--- config.mk ---
export PLATFORM = sky130hd
export DESIGN_NAME = tsrr_ctrl
export DESIGN_NICKNAME = d
export VERILOG_FILES = /design/src/rtl/task_slot_round_robin_scheduler_macros.svh /design/src/rtl/tsrr_pkg.sv /design/src/rtl/tsrr_ctrl.sv
export SDC_FILE = /design/constraint.sdc
export NUM_CORES = 1
export LEC_CHECK = 0
export ABC_AREA = 1
export BUFFER_PORTS_ARGS = -buffer_cell sky130_fd_sc_hd__buf_2
export CAP_MARGIN = 15
export CORE_AREA = 2 2 39 41
export DETAILED_ROUTE_END_ITERATION = 8
export DIE_AREA = 0 0 41 43
export GPL_TIMING_DRIVEN = 0
export PLACE_DENSITY_LB_ADDON = 0.25
export SLEW_MARGIN = 15
export SYNTH_ARGS = -nofsm -noshare
export SYNTH_HDL_FRONTEND = slang
export SYNTH_SLANG_ARGS = --single-unit
--- constraint.sdc ---
create_clock -name clk -period 1.7 [get_ports clk]
set_input_delay 0.51 -clock clk [delete_from_list [all_inputs] [get_ports clk]]
set_output_delay 0.51 -clock clk [all_outputs]
set_load 0.005 [all_outputs]
--- src/rtl/task_slot_round_robin_scheduler_macros.svh ---
// Assertion helpers for the slot scheduler.
// TSRR_ASSERT: checked after reset is released.
// TSRR_ASSERT_ALWAYS: checked at every clock edge, reset included.
`ifndef TASK_SLOT_ROUND_ROBIN_SCHEDULER_MACROS_SVH
`define TASK_SLOT_ROUND_ROBIN_SCHEDULER_MACROS_SVH

`ifndef NO_ASSERTIONS
`define TSRR_ASSERT(lbl, prop, msg) \
	lbl: assert property (@(posedge clk) disable iff (!arst_n) prop) else $error(msg);
`define TSRR_ASSERT_ALWAYS(lbl, prop, msg) \
	lbl: assert property (@(posedge clk) prop) else $error(msg);
`else
`define TSRR_ASSERT(lbl, prop, msg)
`define TSRR_ASSERT_ALWAYS(lbl, prop, msg)
`endif

`endif

--- src/rtl/tsrr_pkg.sv ---
`default_nettype none
package tsrr_pkg;

	localparam int SLOT_COUNT   = 16;
	localparam int SLOT_W       = (SLOT_COUNT > 1) ? $clog2(SLOT_COUNT) : 1;
	localparam int SLOT_FIELD_W = 4;
	localparam int ENTRY_W      = 32;
	localparam int RANK_W       = 8;
	localparam logic [RANK_W-1:0] RANK_LIMIT_RESET = 8'd31;

	typedef logic [SLOT_W-1:0]       slot_idx_t;
	typedef logic [SLOT_FIELD_W-1:0] slot_field_t;

	typedef enum logic [1:0] {
		OP_CREATE = 2'd0,
		OP_RUN    = 2'd1,
		OP_SCHED  = 2'd2,
		OP_DELETE = 2'd3
	} op_e;

	typedef enum logic [1:0] {
		ST_OK       = 2'd0,
		ST_RANK     = 2'd1,
		ST_FULL     = 2'd2,
		ST_NOT_DEAD = 2'd3
	} status_e;

	typedef enum logic [1:0] {
		COND_FREE  = 2'd0,
		COND_DEAD  = 2'd1,
		COND_READY = 2'd2
	} cond_e;

	typedef enum logic [1:0] {
		ADDR_PTR = 2'd0,
		ADDR_RUN = 2'd1,
		ADDR_CUR = 2'd2
	} addr_sel_e;

	typedef enum logic [1:0] {
		SRC_ZERO = 2'd0,
		SRC_PTR  = 2'd1,
		SRC_RUN  = 2'd2,
		SRC_CUR  = 2'd3
	} slot_src_e;

	typedef enum logic [2:0] {
		S_IDLE  = 3'd0,
		S_CHECK = 3'd1,
		S_SCAN  = 3'd2,
		S_READ  = 3'd3,
		S_DONE  = 3'd4
	} state_e;

	typedef struct packed {
		logic      load;
		logic      scan_create;
		logic      scan_sched;
		logic      scan_step;
		addr_sel_e addr_sel;
		logic      cond_we;
		cond_e     cond_wval;
		logic      mem_we;
		logic      mem_re;
		logic      cur_we;
		logic      res_we;
		status_e   res_status;
		slot_src_e res_src;
		logic      push;
	} tsrr_cmd_t;

	typedef struct packed {
		op_e  op;
		logic rank_bad;
		logic run_ok;
		logic hit;
		logic last;
		logic out_busy;
	} tsrr_stat_t;

	// cyclic successor of a slot index
	function automatic slot_idx_t slot_next(input slot_idx_t x);
		slot_idx_t r;
		if (x == SLOT_W'(SLOT_COUNT - 1))
			r = '0;
		else
			r = x + 1'b1;
		return r;
	endfunction

endpackage
`default_nettype wire

--- src/rtl/tsrr_ctrl.sv ---
`default_nettype none
module tsrr_ctrl
	import tsrr_pkg::*;
(
	input  wire logic       clk,
	input  wire logic       arst_n,
	input  wire logic       in_valid,
	output logic            in_ready,
	input  wire tsrr_stat_t st,
	output tsrr_cmd_t       cmd
);

	state_e state_q, state_d;

	always_ff @(posedge clk or negedge arst_n) begin
		if (!arst_n)
			state_q <= S_IDLE;
		else
			state_q <= state_d;
	end

	always_comb begin
		state_d        = state_q;
		in_ready       = 1'b0;
		cmd            = '0;
		cmd.addr_sel   = ADDR_CUR;
		cmd.cond_wval  = COND_FREE;
		cmd.res_status = ST_OK;
		cmd.res_src    = SRC_ZERO;

		unique case (state_q)
			S_IDLE: begin
				in_ready = 1'b1;
				if (in_valid) begin
					cmd.load = 1'b1;
					state_d  = S_CHECK;
				end
			end
			S_CHECK: begin
				unique case (st.op)
					OP_CREATE: begin
						if (st.rank_bad) begin
							cmd.res_we     = 1'b1;
							cmd.res_status = ST_RANK;
							cmd.res_src    = SRC_ZERO;
							state_d        = S_READ;
						end else begin
							cmd.scan_create = 1'b1;
							state_d         = S_SCAN;
						end
					end
					OP_RUN: begin
						cmd.addr_sel   = ADDR_RUN;
						cmd.cond_we    = st.run_ok;
						cmd.cond_wval  = COND_READY;
						cmd.res_we     = 1'b1;
						cmd.res_status = st.run_ok ? ST_OK : ST_NOT_DEAD;
						cmd.res_src    = SRC_RUN;
						state_d        = S_READ;
					end
					OP_SCHED: begin
						cmd.scan_sched = 1'b1;
						state_d        = S_SCAN;
					end
					OP_DELETE: begin
						cmd.addr_sel  = ADDR_CUR;
						cmd.cond_we   = 1'b1;
						cmd.cond_wval = COND_FREE;
						cmd.res_we    = 1'b1;
						cmd.res_src   = SRC_CUR;
						state_d       = S_READ;
					end
				endcase
			end
			S_SCAN: begin
				cmd.addr_sel = ADDR_PTR;
				if (st.hit) begin
					cmd.res_we  = 1'b1;
					cmd.res_src = SRC_PTR;
					if (st.op == OP_CREATE) begin
						cmd.cond_we   = 1'b1;
						cmd.cond_wval = COND_DEAD;
						cmd.mem_we    = 1'b1;
					end else begin
						cmd.cur_we = 1'b1;
					end
					state_d = S_READ;
				end else if (st.last) begin
					cmd.res_we = 1'b1;
					if (st.op == OP_CREATE) begin
						cmd.res_status = ST_FULL;
						cmd.res_src    = SRC_ZERO;
					end else begin
						cmd.res_src = SRC_CUR;
					end
					state_d = S_READ;
				end else begin
					cmd.scan_step = 1'b1;
				end
			end
			S_READ: begin
				cmd.addr_sel = ADDR_CUR;
				cmd.mem_re   = 1'b1;
				state_d      = S_DONE;
			end
			S_DONE: begin
				if (!st.out_busy) begin
					cmd.push = 1'b1;
					state_d  = S_IDLE;
				end
			end
			default: state_d = S_IDLE;
		endcase
	end

endmodule
`default_nettype wire

==> reports/results.ini, run 1 <==
[placed_design]
hpwl_um=777
gp_congestion=0.701
place_inst=105
portBuffers=28

[logic_synthesis]
synth_warnings=0
synth_fa_ha_area_frac=0
avgSynthCellArea_um2=5.68
synthSimpleGateAreaFrac=0.545
yosysSeqAreaShare=0.217
synth_top_family_by_area=simple AND/OR/NAND/NOR gates
ys_seq_elements=3
synthesis.nets=71
synth_cell_type_count=16
synthXorXnorAreaFrac=0
synthMuxAreaShare=0
synthesis.area_um2=347
netlist_instances=61
synth_compound_area_frac=0.0866

[floorplanning]
ios=29
core_um2=1380
die_h_um=43
fp.dieW_um=41
start_util=0.250
core.rowCount=14
dieArea_um2=1760

[layout]
final_cells=118
regMostFlops=state_q
area_growth_pct=93.5
nets=113
post-route-util=0.485
final_common_cell=buf_2
reg.largest.list=state_q x3
final_cell_mix=27 x buf_2, 11 x nor2_1, 9 x inv_1, 9 x buf_4
largest_register_ffs=3
fillCellCount=150
regArea_um2=78.8
multi_input_area_um2=273
n_antenna_cell=0
drive_gt1_frac=0.559

[routing]
drt_pass1_iterations=4
viasPerCell=4.61
wirelength_um=1090
vias=544
routedWlPerCell_um=9.26
antenna_left=0
drtIter0Drc=4
drc=0

[outcome]
status=finished, violations left
violations=setup timing

[critical_path]
critPathRequiredTime_ps=1190
critPathLaunchType=flop
arrival_ps=1240
endpoint_kind=primary output
path_class=flop to primary output
reg2reg_from=state_q[1]
worst-r2r-setup-slack_ps=670
reg2reg_to=state_q[0]
r2r_cells=5
crit_path_max_fanout=6

[timing]
rsz0062_at_grt=true
setup_viol=9
min_period_ps=1750
worst_hold_slack_ps=61.1
fmax_ghz=0.571
drv_slew=0
max_slew_margin=0.862
finalHoldViolCount=0
setup_slack_ps=-51.0
tightest_slew_ps=206
skew_ps=3.76
period_share=1.03

[clocking]
clk_latency_ps=230
root_buffer=clkbuf_4
clock-sinks=3
numCtsBuffers=3
htreeDepth=1
clk_path_buf_depth=2
cts.clk_slew.worst_paths_ps=40
cts_tree=yes

[flow_run]
drv_cap=0

[pwr]
powerDensity_nw_per_um2=1620
leakagePower_nw=0.410
power_mw=1.09
vdd_drop_max_mv=0.859

[global_routing]
grt_pass1_vias=449
antenna_found_initial=0
grt_pass1_wl_um=1610
grt_max_degree=9
gr-total-overflow=0
gr-usage-all-layers=0.132

[min_path]
hp-class=input pin to async pin

## routing by layer
metal  GRT usage  vias up  part of all wire
li1            -      278                 -
met1       0.136      247              0.35
met2       0.222       17              0.57
met3      0.0105        2             0.065
met4       0.107        0             0.013
met5           0        -                 0
## how the worst max path moves through the flow
stage	start	endpoint	slack [ps]	depth (start not counted)
after floorplan	state_q[1]	cmd[12]	200	4
after global placement	st[6]	cmd[4]	-40	5
after detailed placement	st[6]	cmd[11]	-30	5
after CTS	state_q[2]	cmd[4]	-70	6
after global routing	state_q[2]	cmd[4]	-140	6
final	state_q[1]	cmd[12]	-50	5
## cells in the mapped netlist
library cell   n  area [um^2]
a21oi_1        1         5.00
buf_4          1         7.51
dfrtp_1        3         75.1
inv_1         10         37.5
inv_2          2         7.51
nand2_1        9         33.8
nand2_2        2         12.5
nand3_1        9         45.0
nor2_1        11         41.3
nor2_2         2         12.5
nor2_4         1         11.3
nor3_1         2         10.0
nor3_2         1         10.0
nor4_1         2         12.5
o21ai_0        3         15.0
o21ai_1        2         10.0
## per-stage QoR
step / area (um^2) / setup WS (ps) / TNS, ps
2_1_floorplan: 347 / 200 / 0
3_3_place_gp: 507 / -41.4 / -133
3_5_place_dp: 507 / -31.3 / -106
4_1_cts: 619 / -69.2 / -423
5_1_grt: 671 / -139 / -1230
6_report: 671 / -51.0 / -211
## worst max-delay path: stages, from the launching register on
cell and delay, ps:
dfrtp_2 420, nor2_4 140, nand2_4 90, nor3_4 140, buf_4 130, buf_6 80
## cells by family after synthesis
family / Yosys count
and+or+nand+nor: 39
DFF: 3
buffers and inverters: 13
AOI/OAI and AO/OA: 6
## what timing repair did
item                                    CTS  global route
setup buffers                             7             2
pin swaps                                 3             1
endpoints found under the setup margin   14            18
resized for setup                        12             8
hold buffers                              0             0
## where the power goes
part           switching, mW  total [mW]  leakage [nW]  internal, mW
sequential            0.0539       0.170        0.0336         0.116
clock                 0.0375       0.125        0.0150        0.0880
combinational          0.404       0.789         0.362         0.385
## final cells by class
cell class	instances	area share
well taps	16	0.0299
repair buffers	37	0.325
inverters	12	0.0709
clock buffers	4	0.0392
multi-input cells	45	0.407
flip-flops and latches	3	0.118
plain buffers	1	0.0112
No activity file was read; power rests on OpenSTA's default activity.
==> run 2: changes to the inputs <==
==> constraint.sdc (replaced) <==
create_clock -name clk -period 1.7 [get_ports clk]
set_input_delay 0.17 -clock clk [delete_from_list [all_inputs] [get_ports clk]]
set_output_delay 0.17 -clock clk [all_outputs]
set_load 0.005 [all_outputs]
==> run 2 against run 1 <==
Clock power hardly changed. Critical path depth did not move. Non-clock buffer count down 8. Total power fell by 29%. Cell count decreased by 6.8%. Clock skew fell by 0.62 ps. Die area stayed put. Via count is 14% lower. Critical endpoint unchanged. Register-to-register slack better by 60 ps. The run now ends clean. Worst hold slack better by 170 ps.
==> reports/results.ini, run 2 (synthesis results as in run 1) <==
[placed_design]
place_ws_ps=388
placed_area_um2=507
place_inst=105
gp_congestion=0.701
hpwl_um=777
portBuffers=28

[critical_path]
crit_path_max_incr_delay_ps=450
arrival_ps=1350
path_class=flop to primary output
endpoint_kind=primary output
path_cells=nor2_4 -> nand2_2 -> nor3_2 -> buf_4 -> buf_2
crit_path_max_fanout=6
critPathLaunchType=flop
critPathRequiredTime_ps=1530
crit_slowest_cell=dfrtp_1

[routing]
wirelength_um=918
vias=468
drc=0
drt_pass1_iterations=4
antenna_left=0
viasPerCell=4.25
drtIter0Drc=5
routedWlPerCell_um=8.35

[pwr]
power_frac_clock=0.162
leakagePower_nw=0.354
p_int_mw=0.396
powerDensity_nw_per_um2=1410
vdd_drop_max_mv=0.690
p_comb_frac=0.608
power.share.sequential=0.230
swShare=0.483
p_sw_mw=0.370

[flow_run]
drv_cap=0

[timing]
drv_slew=0
skew_ps=3.14
fmax_ghz=0.657
finalHoldViolCount=0
max_slew_margin=0.832
setup_viol=0
setup-tns-final_ps=0
period_share=0.896
min_period_ps=1520
rsz0062_at_grt=false
setup_slack_ps=177
worst_hold_slack_ps=226
tightest_slew_ps=251

[clocking]
root_buffer=clkbuf_4
clk_path_buf_depth=2
htreeDepth=1
clk_latency_ps=230
cts.clk_slew.worst_paths_ps=40
clock-sinks=3
cts_resized=0
cts_tree=yes
numCtsBuffers=3

[layout]
regMostFlops=state_q
area_growth_pct=56.7
nets=105
design_area_um2=543
n_antenna_cell=0
reg.largest.list=state_q x3
final_common_cell=buf_2
drive_gt1_frac=0.426
final_cells=110
final_cell_mix=28 x buf_2, 11 x nor2_1, 10 x inv_1
largest_register_ffs=3

[global_routing]
grt_pass1_wl_um=1390
antenna_found_initial=0
gr-total-overflow=0
gr-usage-all-layers=0.115
grt_max_degree=9
grt_pass1_vias=395

[min_path]
hp-class=input pin to flop

[floorplanning]
ios=29
fp.dieW_um=41
die_h_um=43
core_um2=1380
core.rowCount=14
start_util=0.250
dieArea_um2=1760

[outcome]
status=finished clean

-- run 2: changes by cell type in the layout (fill, tap and decap cells not counted), sizes merged --
cell	previous run	this run
buf	38	29
dlygate4sd3	0	1
-- run 2: per-stage QoR --
stage / power (mW) / utilization
floorplan: 0.462 / -
global placement: 0.644 / 0.366
detailed placement: 0.652 / 0.366
CTS: 0.788 / 0.392
global route: 0.862 / 0.392
finish: 0.766 / 0.392
-- run 2: cell type report --
cell class	instances	area, um^2
fillers	165	841
multi-input cells	45	219
repair buffers	29	150
flip-flops and latches	3	75.1
inverters	12	45.0
clock buffers	4	26.3
well taps	16	20.0
plain buffers	1	7.51
-- run 2: path summary, 6_finish.rpt --
kind / from / end / slack [ps] / cells after the start
worst max-delay path: state_q[1] / cmd[12] / 180 / 5
worst min-delay path: st[0] / state_q[2] / 230 / 3
worst max register to register: state_q[2] / state_q[0] / 730 / 4
worst min register to register: state_q[0] / state_q[2] / 660 / 2
max in group asynchronous: arst_n / state_q[1] / 1330 / 2
min in group asynchronous: arst_n / state_q[2] / 260 / 2
-- run 2: repair_timing --
action                                 CTS  global route
setup buffers                            0             0
endpoints found under the hold margin    3             0
hold buffers                             1             0
-- run 2: power by group through the flow --
stage,clock [mW],combinational [mW],sequential (mW)
after global placement,0,0.467,0.177
after floorplan,0,0.296,0.166
after CTS,0.133,0.478,0.176
after global routing,0.138,0.536,0.187
after detailed placement,0,0.475,0.177
final,0.124,0.466,0.176
-- run 2: per-layer routing --
layer,part of all wire,GRT usage
met3,0.074,0.0209
met5,0,0
met2,0.53,0.194
met4,0,0.0800
met1,0.40,0.117
-- run 2: worst max-delay path, delay by kind of cell (launching register included) --
| kind | cells | cell delay, ps |
|---|---|---|
| flip-flops | 1 | 450 |
| AND/OR/NAND/NOR | 3 | 450 |
| buffers and inverters | 2 | 220 |
