===== src/rtl/task_slot_round_robin_scheduler_macros.svh =====
// Assertion helpers for the slot scheduler.
// TSRR_ASSERT: checked after reset is released.
// TSRR_ASSERT_ALWAYS: checked at every clock edge, reset included.
`ifndef TASK_SLOT_ROUND_ROBIN_SCHEDULER_MACROS_SVH
`define TASK_SLOT_ROUND_ROBIN_SCHEDULER_MACROS_SVH

`ifndef NO_ASSERTIONS
`define TSRR_ASSERT(lbl, prop, msg) \
	lbl: assert property (@(posedge clk) disable iff (!arst_n) prop) else $error(msg);
`define TSRR_ASSERT_ALWAYS(lbl, prop, msg) \
	lbl: assert property (@(posedge clk) prop) else $error(msg);
`else
`define TSRR_ASSERT(lbl, prop, msg)
`define TSRR_ASSERT_ALWAYS(lbl, prop, msg)
`endif

`endif


===== src/rtl/tsrr_pkg.sv =====
`default_nettype none
package tsrr_pkg;

	localparam int SLOT_COUNT   = 16;
	localparam int SLOT_W       = (SLOT_COUNT > 1) ? $clog2(SLOT_COUNT) : 1;
	localparam int SLOT_FIELD_W = 4;
	localparam int ENTRY_W      = 32;
	localparam int RANK_W       = 8;
	localparam logic [RANK_W-1:0] RANK_LIMIT_RESET = 8'd31;

	typedef logic [SLOT_W-1:0]       slot_idx_t;
	typedef logic [SLOT_FIELD_W-1:0] slot_field_t;

	typedef enum logic [1:0] {
		OP_CREATE = 2'd0,
		OP_RUN    = 2'd1,
		OP_SCHED  = 2'd2,
		OP_DELETE = 2'd3
	} op_e;

	typedef enum logic [1:0] {
		ST_OK       = 2'd0,
		ST_RANK     = 2'd1,
		ST_FULL     = 2'd2,
		ST_NOT_DEAD = 2'd3
	} status_e;

	typedef enum logic [1:0] {
		COND_FREE  = 2'd0,
		COND_DEAD  = 2'd1,
		COND_READY = 2'd2
	} cond_e;

	typedef enum logic [1:0] {
		ADDR_PTR = 2'd0,
		ADDR_RUN = 2'd1,
		ADDR_CUR = 2'd2
	} addr_sel_e;

	typedef enum logic [1:0] {
		SRC_ZERO = 2'd0,
		SRC_PTR  = 2'd1,
		SRC_RUN  = 2'd2,
		SRC_CUR  = 2'd3
	} slot_src_e;

	typedef enum logic [2:0] {
		S_IDLE  = 3'd0,
		S_CHECK = 3'd1,
		S_SCAN  = 3'd2,
		S_READ  = 3'd3,
		S_DONE  = 3'd4
	} state_e;

	typedef struct packed {
		logic      load;
		logic      scan_create;
		logic      scan_sched;
		logic      scan_step;
		addr_sel_e addr_sel;
		logic      cond_we;
		cond_e     cond_wval;
		logic      mem_we;
		logic      mem_re;
		logic      cur_we;
		logic      res_we;
		status_e   res_status;
		slot_src_e res_src;
		logic      push;
	} tsrr_cmd_t;

	typedef struct packed {
		op_e  op;
		logic rank_bad;
		logic run_ok;
		logic hit;
		logic last;
		logic out_busy;
	} tsrr_stat_t;

	// cyclic successor of a slot index
	function automatic slot_idx_t slot_next(input slot_idx_t x);
		slot_idx_t r;
		if (x == SLOT_W'(SLOT_COUNT - 1))
			r = '0;
		else
			r = x + 1'b1;
		return r;
	endfunction

endpackage
`default_nettype wire


===== src/rtl/tsrr_dp.sv =====
`default_nettype none
`include "task_slot_round_robin_scheduler_macros.svh"
module tsrr_dp
	import tsrr_pkg::*;
(
	input  wire logic                 clk,
	input  wire logic                 arst_n,
	input  wire logic                 cfg_we,
	input  wire logic [RANK_W-1:0]    cfg_wdata,
	input  wire logic [1:0]           in_op,
	input  wire logic [RANK_W-1:0]    in_rank,
	input  wire logic [ENTRY_W-1:0]   in_entry,
	input  wire logic [SLOT_FIELD_W-1:0] in_run_slot,
	output logic                      out_valid,
	input  wire logic                 out_ready,
	output logic [1:0]                out_status,
	output logic [SLOT_FIELD_W-1:0]   out_slot,
	output logic [ENTRY_W-1:0]        out_entry,
	input  wire tsrr_cmd_t            cmd,
	output tsrr_stat_t                st
);

	op_e                 op_q;
	logic [RANK_W-1:0]   rank_q;
	logic [ENTRY_W-1:0]  entry_q;
	slot_field_t         run_q;
	logic [RANK_W-1:0]   rank_limit_q;

	slot_idx_t           cur_q;
	slot_idx_t           ptr_q;
	slot_idx_t           cnt_q;
	cond_e               cond_q [SLOT_COUNT];
	logic [ENTRY_W-1:0]  mem [SLOT_COUNT];

	logic [ENTRY_W-1:0]  rd_entry_q;
	logic                cur_live_q;
	status_e             res_status_q;
	slot_field_t         res_slot_q;

	logic                out_valid_q;
	status_e             out_status_q;
	slot_field_t         out_slot_q;
	logic [ENTRY_W-1:0]  out_entry_q;

	slot_idx_t           addr;
	cond_e               cond_rd;
	cond_e               scan_target;
	logic                run_in_range;
	slot_field_t         res_slot_d;

	always_comb begin
		unique case (cmd.addr_sel)
			ADDR_PTR: addr = ptr_q;
			ADDR_RUN: addr = SLOT_W'(run_q);
			ADDR_CUR: addr = cur_q;
			default:  addr = cur_q;
		endcase
	end

	assign cond_rd      = cond_q[addr];
	assign scan_target  = (op_q == OP_CREATE) ? COND_FREE : COND_READY;
	assign run_in_range = (32'(run_q) < 32'(SLOT_COUNT));

	assign st.op       = op_q;
	// limit is rank_limit + 1 without wrap
	assign st.rank_bad = ({1'b0, rank_q} > ({1'b0, rank_limit_q} + 9'd1));
	assign st.run_ok   = run_in_range && (cond_rd == COND_DEAD);
	assign st.hit      = (cond_rd == scan_target);
	assign st.last     = (cnt_q == SLOT_W'(SLOT_COUNT - 1));
	assign st.out_busy = out_valid_q && !out_ready;

	always_comb begin
		unique case (cmd.res_src)
			SRC_ZERO: res_slot_d = '0;
			SRC_PTR:  res_slot_d = SLOT_FIELD_W'(ptr_q);
			SRC_RUN:  res_slot_d = run_q;
			SRC_CUR:  res_slot_d = SLOT_FIELD_W'(cur_q);
			default:  res_slot_d = '0;
		endcase
	end

	// operand capture and result staging
	always_ff @(posedge clk) begin
		if (cmd.load) begin
			op_q    <= op_e'(in_op);
			rank_q  <= in_rank;
			entry_q <= in_entry;
			run_q   <= in_run_slot;
		end
		if (cmd.res_we) begin
			res_status_q <= cmd.res_status;
			res_slot_q   <= res_slot_d;
		end
		if (cmd.push) begin
			out_status_q <= res_status_q;
			out_slot_q   <= res_slot_q;
			out_entry_q  <= cur_live_q ? rd_entry_q : '0;
		end
	end

	// entry store, read registered
	always_ff @(posedge clk) begin
		if (cmd.mem_we)
			mem[ptr_q] <= entry_q;
		if (cmd.mem_re) begin
			rd_entry_q <= mem[cur_q];
			cur_live_q <= (cond_rd != COND_FREE);
		end
	end

	always_ff @(posedge clk or negedge arst_n) begin
		if (!arst_n) begin
			for (int i = 0; i < SLOT_COUNT; i++)
				cond_q[i] <= COND_FREE;
		end else if (cmd.cond_we) begin
			cond_q[addr] <= cmd.cond_wval;
		end
	end

	always_ff @(posedge clk or negedge arst_n) begin
		if (!arst_n) begin
			rank_limit_q <= RANK_LIMIT_RESET;
			cur_q        <= '0;
			ptr_q        <= '0;
			cnt_q        <= '0;
			out_valid_q  <= 1'b0;
		end else begin
			if (cfg_we)
				rank_limit_q <= cfg_wdata;
			if (cmd.cur_we)
				cur_q <= ptr_q;
			if (cmd.scan_create) begin
				ptr_q <= '0;
				cnt_q <= '0;
			end else if (cmd.scan_sched) begin
				// start one past current, current itself comes last
				ptr_q <= slot_next(cur_q);
				cnt_q <= '0;
			end else if (cmd.scan_step) begin
				ptr_q <= slot_next(ptr_q);
				cnt_q <= cnt_q + 1'b1;
			end
			if (cmd.push)
				out_valid_q <= 1'b1;
			else if (out_ready)
				out_valid_q <= 1'b0;
		end
	end

	assign out_valid  = out_valid_q;
	assign out_status = out_status_q;
	assign out_slot   = out_slot_q;
	assign out_entry  = out_entry_q;

	`TSRR_ASSERT(a_push_free, cmd.push |-> !(out_valid_q && !out_ready), "beat overwritten")
	`TSRR_ASSERT(a_dead_on_free, (cmd.cond_we && cmd.cond_wval == COND_DEAD) |-> cond_rd == COND_FREE, "create on used slot")
	`TSRR_ASSERT_ALWAYS(a_mem_with_create, cmd.mem_we |-> (cmd.cond_we && cmd.cond_wval == COND_DEAD), "entry write without create")
	`TSRR_ASSERT(a_ptr_range, 32'(ptr_q) < 32'(SLOT_COUNT), "scan pointer out of range")

endmodule
`default_nettype wire


===== config.mk =====
export PLATFORM = sky130hd
export DESIGN_NAME = tsrr_dp
export DESIGN_NICKNAME = d
export VERILOG_FILES = /design/src/rtl/tsrr_pkg.sv /design/src/rtl/tsrr_dp.sv
export VERILOG_INCLUDE_DIRS = /design/src /design/src/rtl
export SDC_FILE = /design/constraint.sdc
export NUM_CORES = 1
export LEC_CHECK = 0
export BUFFER_PORTS_ARGS = -buffer_cell sky130_fd_sc_hd__buf_4
export CAP_MARGIN = 20
export CELL_PAD_IN_SITES_DETAIL_PLACEMENT = 0
export CELL_PAD_IN_SITES_GLOBAL_PLACEMENT = 1
export CORE_UTILIZATION = 45
export DETAILED_ROUTE_END_ITERATION = 7
export PLACE_DENSITY = 0.74
export SETUP_SLACK_MARGIN = 0.4
export SLEW_MARGIN = 15
export SYNTH_ARGS = -nofsm -noshare
export SYNTH_HDL_FRONTEND = slang
export SYNTH_SLANG_ARGS = --single-unit

===== constraint.sdc =====
create_clock -name clk -period 9.07 [get_ports clk]
set_input_delay 0.4535 -clock clk [delete_from_list [all_inputs] [get_ports clk]]
set_output_delay 0.4535 -clock clk [all_outputs]
set_load 0.005 [all_outputs]

==> impl_metrics.py <==
metrics = {
    "hold_path": {
        "hold_path_startpoint": "in_run_slot[2]",
        "min_to": "run_q[2]$_DFFE_PP_",
        "hold_path.class": "primary input to register",
        "holdPathStages": 1,
    },
    "outcome": {
        "status": "completed",
    },
    "clock_network": {
        "cts-buffers-inserted": 72,
        "clock_sinks": 688,
        "insertion_delay_ns": 0.60,
        "cts_buffer_depth": 3,
        "cts_tree": "yes",
        "cts_max_level": 3,
        "cts_root_buf": "clkbuf_16",
        "clkSlewWorstSetupHoldPaths_ns": 0.06,
        "postCtsHoldBufs": 23,
        "cts_resized": 0,
        "cts_setup_buffers": 0,
    },
    "setup_path": {
        "crit_path_max_fanout": 16,
        "slowest_delay_ns": 0.63,
        "cp_common_cell": "mux2i_1",
        "crit_buf_inv": 1,
        "crit_arrival_ns": 3.22,
        "critPathTopFamily": "multiplexers",
        "cp.required_ns": 8.62,
        "crit_type": "register to output port",
        "cp-end-kind": "output port",
        "slowest_stage": "mux4_1",
        "rr_endpoint": "rd_entry_q[31]$_DFFE_PP_",
        "path_cells": "mux2_4 > mux2i_4 > mux4_1 > mux2i_1 > mux2i_1 > nor3_1 > buf_4",
        "rrSetupSlack_ns": 5.90,
        "rr_worst_depth": 6,
        "critPathLaunchType": "register",
        "r2r_start": "cur_q[1]$_DFFE_PN0P_",
    },
    "placement": {
        "dpl.hpwl_um": 29200,
        "place.port_buffers": 121,
        "gp_congestion": 0.7258,
    },
    "sta": {
        "fin_crit_ns": 3.669,
        "setup_tns_ns": 0,
        "tightest_slew_ns": 1.049,
        "timing.final.max_slew_violations": 0,
        "grt_setup_unrepaired": "false",
        "slew_headroom_pct": 30.04,
        "hold_viol_final": 0,
        "finalSetupViolCount": 0,
        "finalCritPeriodShare_pct": 40.45,
        "clock.fmax_ghz": 0.2725,
        "clock_skew_ns": 0.01810,
    },
    "job": {
        "max_cap_violations": 0,
    },
    "yosys": {
        "synth_edf_count": 635,
        "syn_nets": 1512,
        "synth_fa_ha_area_share_pct": 0.7034,
        "synthSimpleGateAreaFrac_pct": 3.109,
        "synth_warnings": 0,
        "synth_top_family_by_area": "multiplexers",
        "syn_avg_cell_area_sq_um": 18.78,
        "seq_area_frac_synth_pct": 76.46,
        "ys_types": 43,
        "synth-xor-area-share_pct": 0.3611,
        "async_reset_ff_share_pct": 7.703,
        "synth_compound_area_share_pct": 4.436,
        "syn_area_sq_um": 26680,
        "synth.area.mux_share_pct": 13.71,
        "synth_cells": 1421,
        "synth_ff_type": "edfxtp_1",
        "synth-seq-cells": 688,
    },
    "detailed_routing": {
        "dr.pass1.iters": 5,
        "viasPerCell": 5.580,
        "ant_nets": 0,
        "wl_um": 57430,
        "wl_per_cell_um": 23.80,
        "vias": 13470,
        "first_iter_violations": 1174,
        "drc_errors": 0,
    },
    "power": {
        "power_uw": 7675,
        "p_leak_uw": 0.01070,
        "power.density_nw_per_um2": 245.4,
        "ir_drop_mv": 0.1431,
    },
    "floorplan": {
        "core_sq_um": 58140,
        "fp.dieW_um": 245.5,
        "start_util_pct": 45.89,
        "dieArea_sq_um": 60270,
        "pin_count": 122,
        "fp-row-count": 88,
        "die_y_um": 245.5,
    },
    "cells_and_area": {
        "multiInputGateArea_sq_um": 6086,
        "areaGrowthSynthToFinish_pct": 17.22,
        "seqCellArea_sq_um": 20410,
        "drive_gt1_share_pct": 25.55,
        "final_nets": 1683,
        "antenna_cells": 0,
        "nFillCells": 4547,
    },
    "grt": {
        "globalRouteTotalUtil_pct": 19.50,
        "grt_max_degree": 135,
        "grt_pass1_vias": 13800,
        "grt_overflow": 0,
        "antenna_found_initial": 0,
        "grt_pass1_wl_um": 86370,
    },
}
worst register-to-register path: stages, from the launching register on:
cell and delay (ns):
dfrtp_4 0.65, buf_4 0.76, nand2_2 0.74, o21ai_0 0.39
a21oi_1 0.09, o21ai_0 0.21, nand2_1 0.08
worst max-delay path by stage:
stage | slack [ns] | cells past startpoint | endpoint | startpoint
global route | 5.20 | 7 | st[2] | ptr_q[0]$_DFFE_PN0P_
detailed placement | 5.83 | 9 | st[2] | cmd[12]
CTS | 5.27 | 6 | st[2] | cur_q[1]$_DFFE_PN0P_
floorplan | 5.65 | 4 | mem[1][0]$_DFFE_PP_ | ptr_q[1]$_DFFE_PN0P_
global placement | 5.84 | 9 | st[2] | cmd[12]
finish | 5.40 | 7 | st[2] | ptr_q[0]$_DFFE_PN0P_
state kept, by name, indices dropped and copies added, names as in the netlist:
| name | count |
|---|---|
| mem | 512 |
| cond_q | 32 |
| entry_q | 32 |
| out_entry | 32 |
| rd_entry_q | 32 |
| rank_limit_q | 8 |
| rank_q | 8 |
| cnt_q | 4 |
| cur_q | 4 |
| out_slot | 4 |
| ptr_q | 4 |
| res_slot_q | 4 |
| run_q | 4 |
| op_q | 2 |
| out_status | 2 |
| res_status_q | 2 |
| cur_live_q | 1 |
| out_valid | 1 |
per-stage QoR:
step / setup WS [ns] / instance area [sq um] / cells / hold WS [ns] / utilization (%)
floorplan: 5.652 / 26680 / 1421 / 0.1579 / -
global placement: 5.841 / 28580 / 2260 / 0.4009 / 49.15
detailed placement: 5.827 / 28580 / 2260 / 0.4045 / 49.15
CTS: 5.268 / 31270 / 2413 / 0.00001504 / 53.79
global route: 5.195 / 31280 / 2413 / 0.0003119 / 53.80
finish: 5.401 / 31280 / 2413 / 0.03558 / 53.80
cells in the final DEF (no fill, tap or decap), drive strengths merged, types with 32 or more instances in the layout:
cell and n:
a22oi 32, nand2 63, buf 145, a21oi 40, mux2 75, and2 35
edfxtp 635, dfrtp 48, o21ai 67, mux2i 125, nor2 39, mux4 68
a221oi 33, clkbuf 92
power breakdown:
| group | switching (uW) | total [uW] | internal, uW |
|---|---|---|---|
| Clock | 1180 | 3040 | 1870 |
| Sequential | 140 | 3850 | 3710 |
| Combinational | 405 | 787 | 382 |
final cells by class:
cell class / instances / area share (%)
clock inverters: 38 / 1.512
clock buffers: 92 / 6.369
flip-flops and latches: 688 / 65.26
inverters: 7 / 0.08401
repair buffers: 168 / 4.257
well taps: 765 / 3.060
multi-input cells: 655 / 19.46
cell families after synthesis:
logic type                 after synthesis
AOI/OAI and AO/OA                      186
xor gates and xnor gates                11
adders and majority gates               15
buffers and inverters                   78
DFF                                    688
muxes                                  268
and+or+nand+nor                        175
metal layers:
metal / up-vias / global-route usage, % / routed length [um]
met5: - / 0 / 0
met4: 0 / 5.517 / 1167
met2: 374 / 32.85 / 29040
met3: 80 / 3.307 / 2975
li1: 6009 / - / -
met1: 7002 / 26.09 / 24250
cells in the mapped netlist (all sizes together) (15+ instances only):
| cell type | instances | area share [%] |
|---|---|---|
| edfxtp | 635 | 71 |
| mux2i | 125 | 4.7 |
| mux2 | 75 | 3.2 |
| mux4 | 68 | 5.8 |
| o21ai | 67 | 1.3 |
| nand2 | 63 | 0.89 |
| dfrtp | 48 | 4.5 |
| clkbuf | 45 | 0.63 |
| a21oi | 40 | 0.75 |
| nor2 | 39 | 0.55 |
| and2 | 35 | 0.82 |
| a221oi | 33 | 1.1 |
| a22oi | 32 | 0.90 |
| buf | 26 | 0.48 |
| ha | 15 | 0.70 |
No activity file was read; power rests on OpenSTA's default activity.
